**src/sv/inclusive_date_span_days_assert.svh**
```systemverilog
// ----------------------------------------------------------------------------
// Assertion macros for the date span block.
// Each macro takes a label, a property expression and a message string.
// ----------------------------------------------------------------------------
`ifndef INCLUSIVE_DATE_SPAN_DAYS_ASSERT_SVH
`define INCLUSIVE_DATE_SPAN_DAYS_ASSERT_SVH

`ifndef SYNTHESIS
`define IDS_ASSERT(label, prop, msg) \
  label: assert property (@(posedge clk_i) disable iff (!rst_ni) (prop)) else $error(msg);
`define IDS_ASSERT_ALWAYS(label, prop, msg) \
  label: assert property (@(posedge clk_i) (prop)) else $error(msg);
`else
`define IDS_ASSERT(label, prop, msg)
`define IDS_ASSERT_ALWAYS(label, prop, msg)
`endif

`endif

```
**src/sv/ids_pkg.sv**
```systemverilog
// ----------------------------------------------------------------------------
// ids_pkg
// Widths, constants, types and helper functions of the date span block.
// ----------------------------------------------------------------------------
package ids_pkg;

  localparam int unsigned DayW   = 5;
  localparam int unsigned MonW   = 4;
  localparam int unsigned YearW  = 14;
  localparam int unsigned CountW = 22;
  localparam int unsigned DoyW   = 9;
  localparam int unsigned Q100W  = 8;
  localparam int unsigned LeapW  = 12;
  localparam int unsigned OrdW   = 23;
  localparam int unsigned DiffW  = OrdW + 1;

  localparam int unsigned RecipW     = 13;
  localparam int unsigned RecipShift = 19;
  localparam int unsigned ProdW      = YearW + RecipW;
  localparam int unsigned HundW      = Q100W + 7;

  localparam logic [RecipW-1:0] Recip100 = 13'd5243;
  localparam logic [YearW-1:0]  YearMax  = 14'd9999;
  localparam logic [MonW-1:0]   MonthMax = 4'd12;
  localparam logic [MonW-1:0]   MonthMar = 4'd3;
  localparam logic [OrdW-1:0]   DaysYear = 23'd365;
  localparam logic [HundW-1:0]  Hundred  = 15'd100;

  typedef struct packed {
    logic [YearW-1:0] year;
    logic [YearW-1:0] year_m1;
    logic [Q100W-1:0] q100_m1;
    logic [Q100W-1:0] q100_y;
    logic [DoyW-1:0]  doy_base;
    logic             past_feb;
  } s1_date_t;

  typedef struct packed {
    logic [OrdW-1:0]  days_years;
    logic [LeapW-1:0] leaps;
    logic [DoyW-1:0]  doy;
  } s2_date_t;

  function automatic logic [DoyW-1:0] month_start(input logic [MonW-1:0] m);
    logic [DoyW-1:0] v;
    unique case (m)
      4'd1:    v = 9'd0;
      4'd2:    v = 9'd31;
      4'd3:    v = 9'd59;
      4'd4:    v = 9'd90;
      4'd5:    v = 9'd120;
      4'd6:    v = 9'd151;
      4'd7:    v = 9'd181;
      4'd8:    v = 9'd212;
      4'd9:    v = 9'd243;
      4'd10:   v = 9'd273;
      4'd11:   v = 9'd304;
      4'd12:   v = 9'd334;
      default: v = 9'd0;
    endcase
    return v;
  endfunction

  function automatic logic [Q100W-1:0] div100(input logic [YearW-1:0] y);
    logic [ProdW-1:0] p;
    p = ProdW'(y) * ProdW'(Recip100);
    return p[RecipShift +: Q100W];
  endfunction

  function automatic logic field_ok(input logic [DayW-1:0] d, input logic [MonW-1:0] m,
                                    input logic [YearW-1:0] y);
    return (d != '0) && (m != '0) && (m <= MonthMax) && (y != '0) && (y <= YearMax);
  endfunction

  function automatic s1_date_t date_s1(input logic [DayW-1:0] d, input logic [MonW-1:0] m,
                                       input logic [YearW-1:0] y);
    s1_date_t r;
    r.year     = y;
    r.year_m1  = y - YearW'(1);
    r.q100_m1  = div100(r.year_m1);
    r.q100_y   = div100(y);
    r.doy_base = month_start(m) + DoyW'(d);
    r.past_feb = (m >= MonthMar);
    return r;
  endfunction

  function automatic s2_date_t date_s2(input s1_date_t a);
    s2_date_t        r;
    logic [HundW-1:0] cent;
    logic            by100;
    logic            leap;
    cent  = HundW'(a.q100_y) * Hundred;
    by100 = (cent == HundW'(a.year));
    leap  = (a.year[1:0] == 2'b00) && (!by100 || (a.q100_y[1:0] == 2'b00));
    r.days_years = OrdW'(a.year_m1) * DaysYear;
    r.leaps      = LeapW'(a.year_m1 >> 2) - LeapW'(a.q100_m1) + LeapW'(a.q100_m1 >> 2);
    r.doy        = a.doy_base + DoyW'(leap && a.past_feb);
    return r;
  endfunction

endpackage

```
**src/sv/ids_if.sv**
```systemverilog
// ----------------------------------------------------------------------------
// ids_if
// Valid/ready channels of the date span block: date pair in, day count out.
// ----------------------------------------------------------------------------
interface ids_in_if;
  logic                     valid;
  logic                     ready;
  logic [ids_pkg::DayW-1:0]  start_day;
  logic [ids_pkg::MonW-1:0]  start_month;
  logic [ids_pkg::YearW-1:0] start_year;
  logic [ids_pkg::DayW-1:0]  end_day;
  logic [ids_pkg::MonW-1:0]  end_month;
  logic [ids_pkg::YearW-1:0] end_year;

  modport source (output valid, start_day, start_month, start_year,
                  end_day, end_month, end_year, input ready);
  modport sink   (input valid, start_day, start_month, start_year,
                  end_day, end_month, end_year, output ready);
endinterface

interface ids_out_if;
  logic                      valid;
  logic                      ready;
  logic [ids_pkg::CountW-1:0] day_count;
  logic                      order_error;

  modport source (output valid, day_count, order_error, input ready);
  modport sink   (input valid, day_count, order_error, output ready);
endinterface

```
**src/sv/inclusive_date_span_days.sv**
```systemverilog
// ----------------------------------------------------------------------------
// inclusive_date_span_days: inclusive Gregorian day count between two dates.
// Pipeline: the result passes the s1, s2, s3 and output registers to reach out_o.
// Throughput: one transaction per cycle; a stall on out_o holds every stage.
// Reset clears the stage valid bits; the data registers are not reset.
// ----------------------------------------------------------------------------
`include "inclusive_date_span_days_assert.svh"

module inclusive_date_span_days (
  input  logic      clk_i,
  input  logic      rst_ni,
  ids_in_if.sink    in_i,
  ids_out_if.source out_o
);

  logic en;

  logic                     s1_valid_q, s2_valid_q, s3_valid_q, out_valid_q;
  logic                     s1_err_q, s2_err_q, s3_err_q, out_err_q;
  ids_pkg::s1_date_t        s1_a_q, s1_b_q;
  ids_pkg::s2_date_t        s2_a_q, s2_b_q;
  logic [ids_pkg::OrdW-1:0] s3_ord_a_q, s3_ord_b_q;
  logic [ids_pkg::CountW-1:0] out_count_q;

  logic                       s1_err_d;
  logic [ids_pkg::DiffW-1:0]  diff;
  logic [ids_pkg::CountW-1:0] out_count_d;

  assign en       = !out_valid_q || out_o.ready;
  assign in_i.ready = en;

  always_comb begin
    s1_err_d = !ids_pkg::field_ok(in_i.start_day, in_i.start_month, in_i.start_year) ||
               !ids_pkg::field_ok(in_i.end_day, in_i.end_month, in_i.end_year) ||
               ({in_i.end_year, in_i.end_month, in_i.end_day} <=
                {in_i.start_year, in_i.start_month, in_i.start_day});
  end

  always_comb begin
    diff = {1'b0, s3_ord_b_q} + ids_pkg::DiffW'(1) - {1'b0, s3_ord_a_q};
    if (s3_err_q || diff[ids_pkg::DiffW-1]) begin
      out_count_d = '0;
    end else begin
      out_count_d = diff[ids_pkg::CountW-1:0];
    end
  end

  always_ff @(posedge clk_i or negedge rst_ni) begin
    if (!rst_ni) begin
      s1_valid_q  <= 1'b0;
      s2_valid_q  <= 1'b0;
      s3_valid_q  <= 1'b0;
      out_valid_q <= 1'b0;
    end else if (en) begin
      s1_valid_q  <= in_i.valid;
      s2_valid_q  <= s1_valid_q;
      s3_valid_q  <= s2_valid_q;
      out_valid_q <= s3_valid_q;
    end
  end

  always_ff @(posedge clk_i) begin
    if (en) begin
      s1_err_q    <= s1_err_d;
      s1_a_q      <= ids_pkg::date_s1(in_i.start_day, in_i.start_month, in_i.start_year);
      s1_b_q      <= ids_pkg::date_s1(in_i.end_day, in_i.end_month, in_i.end_year);
      s2_err_q    <= s1_err_q;
      s2_a_q      <= ids_pkg::date_s2(s1_a_q);
      s2_b_q      <= ids_pkg::date_s2(s1_b_q);
      s3_err_q    <= s2_err_q;
      s3_ord_a_q  <= s2_a_q.days_years + ids_pkg::OrdW'(s2_a_q.leaps) +
                     ids_pkg::OrdW'(s2_a_q.doy);
      s3_ord_b_q  <= s2_b_q.days_years + ids_pkg::OrdW'(s2_b_q.leaps) +
                     ids_pkg::OrdW'(s2_b_q.doy);
      out_err_q   <= s3_err_q;
      out_count_q <= out_count_d;
    end
  end

  assign out_o.valid       = out_valid_q;
  assign out_o.day_count   = out_count_q;
  assign out_o.order_error = out_err_q;

  `IDS_ASSERT(a_err_zero, (out_valid_q && out_err_q) |-> (out_count_q == '0), "error with count")
  `IDS_ASSERT(a_stall_holds, !en |=> ($stable({s1_valid_q, s2_valid_q, s3_valid_q, out_valid_q})), "pipeline moved during stall")
  `IDS_ASSERT(a_out_from_s3, (out_valid_q && !$past(out_valid_q)) |-> $past(s3_valid_q), "result without source stage")
  `IDS_ASSERT_ALWAYS(a_reset_empty, !rst_ni |-> !(s1_valid_q || s2_valid_q || s3_valid_q || out_valid_q), "valid bits set in reset")

endmodule
```
**src/flat_wrapper.sv**
```systemverilog
// flat-port wrapper written by rule: the top's interface ports become plain ports
module inclusive_date_span_days_flat 
  (clk_i, rst_ni, in_i_valid, in_i_start_day, in_i_start_month, in_i_start_year, in_i_end_day, in_i_end_month, in_i_end_year, in_i_ready, out_o_valid, out_o_day_count, out_o_order_error, out_o_ready);
  ids_in_if in_i_i ();
  ids_out_if out_o_i ();
  input  logic clk_i;
  input  logic rst_ni;
  input wire logic [$bits(in_i_i.valid)-1:0] in_i_valid;
  input wire logic [$bits(in_i_i.start_day)-1:0] in_i_start_day;
  input wire logic [$bits(in_i_i.start_month)-1:0] in_i_start_month;
  input wire logic [$bits(in_i_i.start_year)-1:0] in_i_start_year;
  input wire logic [$bits(in_i_i.end_day)-1:0] in_i_end_day;
  input wire logic [$bits(in_i_i.end_month)-1:0] in_i_end_month;
  input wire logic [$bits(in_i_i.end_year)-1:0] in_i_end_year;
  output wire logic [$bits(in_i_i.ready)-1:0] in_i_ready;
  output wire logic [$bits(out_o_i.valid)-1:0] out_o_valid;
  output wire logic [$bits(out_o_i.day_count)-1:0] out_o_day_count;
  output wire logic [$bits(out_o_i.order_error)-1:0] out_o_order_error;
  input wire logic [$bits(out_o_i.ready)-1:0] out_o_ready;
  assign in_i_i.valid = in_i_valid;
  assign in_i_i.start_day = in_i_start_day;
  assign in_i_i.start_month = in_i_start_month;
  assign in_i_i.start_year = in_i_start_year;
  assign in_i_i.end_day = in_i_end_day;
  assign in_i_i.end_month = in_i_end_month;
  assign in_i_i.end_year = in_i_end_year;
  assign in_i_ready = in_i_i.ready;
  assign out_o_valid = out_o_i.valid;
  assign out_o_day_count = out_o_i.day_count;
  assign out_o_order_error = out_o_i.order_error;
  assign out_o_i.ready = out_o_ready;
  inclusive_date_span_days u_core (.clk_i(clk_i), .rst_ni(rst_ni), .in_i(in_i_i), .out_o(out_o_i));
endmodule
```
**config.mk**
```make
export PLATFORM = sky130hd
export DESIGN_NAME = inclusive_date_span_days_flat
export DESIGN_NICKNAME = d
export VERILOG_FILES = /design/src/sv/ids_pkg.sv /design/src/sv/ids_if.sv /design/src/sv/inclusive_date_span_days.sv /design/src/flat_wrapper.sv
export VERILOG_INCLUDE_DIRS = /design/src /design/src/sv
export SDC_FILE = /design/constraint.sdc
export NUM_CORES = 2
export LEC_CHECK = 0
export BUFFER_PORTS_ARGS = -buffer_cell sky130_fd_sc_hd__buf_2
export CAP_MARGIN = 20
export CORE_ASPECT_RATIO = 1.5
export CORE_MARGIN = 2
export CORE_UTILIZATION = 66
export DETAILED_ROUTE_END_ITERATION = 10
export GPL_TIMING_DRIVEN = 0
export HOLD_SLACK_MARGIN = 0.03
export PLACE_DENSITY = 0.83
export SETUP_SLACK_MARGIN = 0.4
export SYNTH_ARGS = -nofsm -noshare
export SYNTH_HDL_FRONTEND = slang
export SYNTH_SLANG_ARGS = --single-unit
```
**constraint.sdc**
```tcl
create_clock -name clk_i -period 15.8 [get_ports clk_i]
set_input_delay 3.95 -clock clk_i [delete_from_list [all_inputs] [get_ports clk_i]]
set_output_delay 3.95 -clock clk_i [all_outputs]
set_load 0.02 [all_outputs]
```
==> results.toml <==
[synthesis]
synth_nets = 4505
synth_top_family_by_area = "adder cells"
synth_cells = 3337
ys_warn_count = 0
synthAdderAreaFrac_pct = 47.6
synth_cell_type_count = 69
synth_compound_area_share_pct = 7.81
synthMuxAreaShare_pct = 0.507
ys.flop_type = "edfxtp_1"
synthSimpleGateAreaFrac_pct = 6.09
synth_edf_count = 268
netlist_area_um2 = 35300
yosysSeqAreaShare_pct = 23.1
synth-xor-area-share_pct = 5.85
ys_seq_elements = 272
avgSynthCellArea_um2 = 10.6
synthArstFlopShare_pct = 1.47

[worst_setup_path]
arrival_ps = 11170
worst_setup_path_end_kind = "register"
worstRegToRegCells = 17
critPathLaunchType = "input pin"
crit_top_cell = "inv_1"
worst_path_max_delay_cell = "xnor2_1"
critPathMaxStageDelay_ps = 630
path_max_fanout = 9
crit_type = "in -> reg"
required_ps = 16110

[clock_network]
insertion_delay_ps = 570
root_buffer = "clkbuf_16"
cts_htree_levels = 1
cts_setup_buffers = 0
cts_buffer_depth = 3
cts.sinks = 272
cts_resized = 0
clkTransAtPathRegs_ps = 70
holdBufCountCts = 0
numCtsBuffers = 28
cts_tree = "done"

[final_layout]
stdcell_count = 4152
final_cell_mix = "inv_1, ha_1, fa_1"
fill_cells = 3577
area_growth_pct = 6.87
drive_gt1_share_pct = 5.07
layout_commonest_cell = "inv_1"
fin_nets = 4616

[floorplan]
coreArea_um2 = 52700
io_pins = 75
start_util_pct = 67.0
rows = 103
die_w_um = 193
fp.dieH_um = 287
dieArea_um2 = 55400

[global_route]
grt_pass1_vias = 25500
grt_usage_pct = 27.3
grt_max_degree = 62
overflow = 0
grt_pass1_wl_mm = 119
grt_util_met3_pct = 2.49
grt.met2_usage_pct = 51.8
grt_antenna_before_repair = 0
use_met1_pct = 29.5
gr-max-usage-layer = "met2"

[routing]
drt_iter0_markers = 1004
via_per_inst = 5.65
drc = 0
wl_per_cell_um = 17.3
vias = 23500
ant_nets = 0
drt_wl_total_mm = 71.8
first_pass_iters = 5

[placed_design]
port_buffers = 73
gp_congestion = 0.919
dp.cells = 4097
hpwl_mm = 60.4

[sta]
fmaxAchievable_mhz = 92.1
fin_crit_sh_pct = 68.7
fin_setup_tns_ps = 0
slew_viol_final = 0
finalSetupViolCount = 0
tightest_slew_ps = 1090
fin_skew_ps = 14.8
period_minus_slack_ps = 10850
rsz0062_at_grt = "false"
slew_headroom_pct = 26.2
hold_viol = 0

[hold_path]
min_path_type = "reg -> reg"
whs_path_depth = 0

[run_status]
outcome = "complete, no violations"

[job]
drv_cap = 0
-- metal layers --
| layer | wire, um | part of all wire (%) |
|---|---|---|
| met5 | 0 | 0 |
| met4 | 4280 | 6.0 |
| met3 | 2520 | 3.5 |
| met2 | 38900 | 54 |
| met1 | 26100 | 36 |
-- path summary, 6_finish.rpt --
| path | from | to | slack (ps) |
|---|---|---|---|
| max | in_i_start_year[2] | u_core.s1_a_q[25] | 4950 |
| min | u_core.s1_err_q | u_core.s2_err_q | 440 |
| max reg2reg | u_core.s1_a_q[34] | u_core.s2_a_q[43] | 10810 |
| min reg2reg | u_core.s1_err_q | u_core.s2_err_q | 440 |
| max in group asynchronous | rst_ni | u_core.s2_valid_q | 12520 |
| min in group asynchronous | rst_ni | u_core.s3_valid_q | 3160 |
-- worst max-delay path: cells and delay by family --
family	cells	cell delay (ps)
adder cells (fa/ha/maj)	7	2900
XOR/XNOR	2	710
AND/OR/NAND/NOR	1	80
AO/OA/AOI/OAI	11	2440
buffers and inverters	6	1060
-- synth_stat cells (5+ instances only) --
cell	number	area share, %
a31oi_1	13	0.23
clkbuf_1	9	0.096
nand3_1	59	0.84
o211ai_1	10	0.21
and2_1	13	0.23
nor4_1	5	0.089
or2_2	8	0.14
ha_1	743	26
a21oi_2	18	0.45
o21a_1	21	0.45
nand3b_1	5	0.11
nand2b_1	22	0.39
a211o_1	6	0.15
a31o_2	7	0.17
fa_1	375	21
o21bai_1	21	0.45
o22ai_1	6	0.11
nand4_1	25	0.44
a21boi_0	13	0.28
nor3b_1	7	0.15
or3_1	14	0.25
xnor2_1	188	4.7
and3_1	30	0.53
o21ai_0	71	1.0
inv_1	836	8.9
nor2b_1	16	0.28
a211oi_1	19	0.40
nand2_1	98	1.0
mux2i_1	10	0.28
a21o_1	52	1.1
edfxtp_1	268	23
nor3_1	29	0.41
xor2_1	48	1.2
a21oi_1	111	1.6
nor2_1	88	0.94
o21ai_1	6	0.085
-- registers in the layout, summed over array words and instances, names as in the netlist, 22 cells and up --
signal                  count
u_core.s3_ord_a_q          23
u_core.s2_b_q              44
u_core.s1_b_q              54
u_core.s2_a_q              44
u_core.s3_ord_b_q          23
u_core.out_o.day_count     22
u_core.s1_a_q              54
-- cell type report --
class,count,area [um2],share of cell area [%]
Tap cell,682,853,2.26
Multi-Input combinational cell,2215,24000,63.5
Buffer,13,66.3,0.176
Inverter,837,3140,8.33
Sequential cell,272,8150,21.6
Clock inverter,18,315,0.835
Timing Repair Buffer,81,505,1.34
Antenna cell,1,2.50,0.00663
Clock buffer,33,741,1.96
-- kinds of logic after synthesis --
| group | after synthesis |
|---|---|
| muxes | 15 |
| adders and majority gates | 1118 |
| xor gates and xnor gates | 236 |
| DFF | 272 |
| and+or+nand+nor | 429 |
| buffers and inverters | 850 |
| AOI/OAI and AO/OA | 417 |
-- per-stage QoR --
| step | setup slack (ps) | util [%] | cell area [um2] | hold WS [ps] |
|---|---|---|---|---|
| global placement | -1840 | 69.3 | 36500 | 410 |
| global route | 4580 | 71.6 | 37700 | 436 |
| detailed placement | 4320 | 69.5 | 36700 | 418 |
| finish | 4950 | 71.6 | 37700 | 442 |
| floorplan | 1260 | - | 35300 | 400 |
| CTS | 4820 | 71.6 | 37700 | 433 |
Power is not shown: default switching activity piles up to over one toggle a cycle in this logic, so the estimate is an artifact.
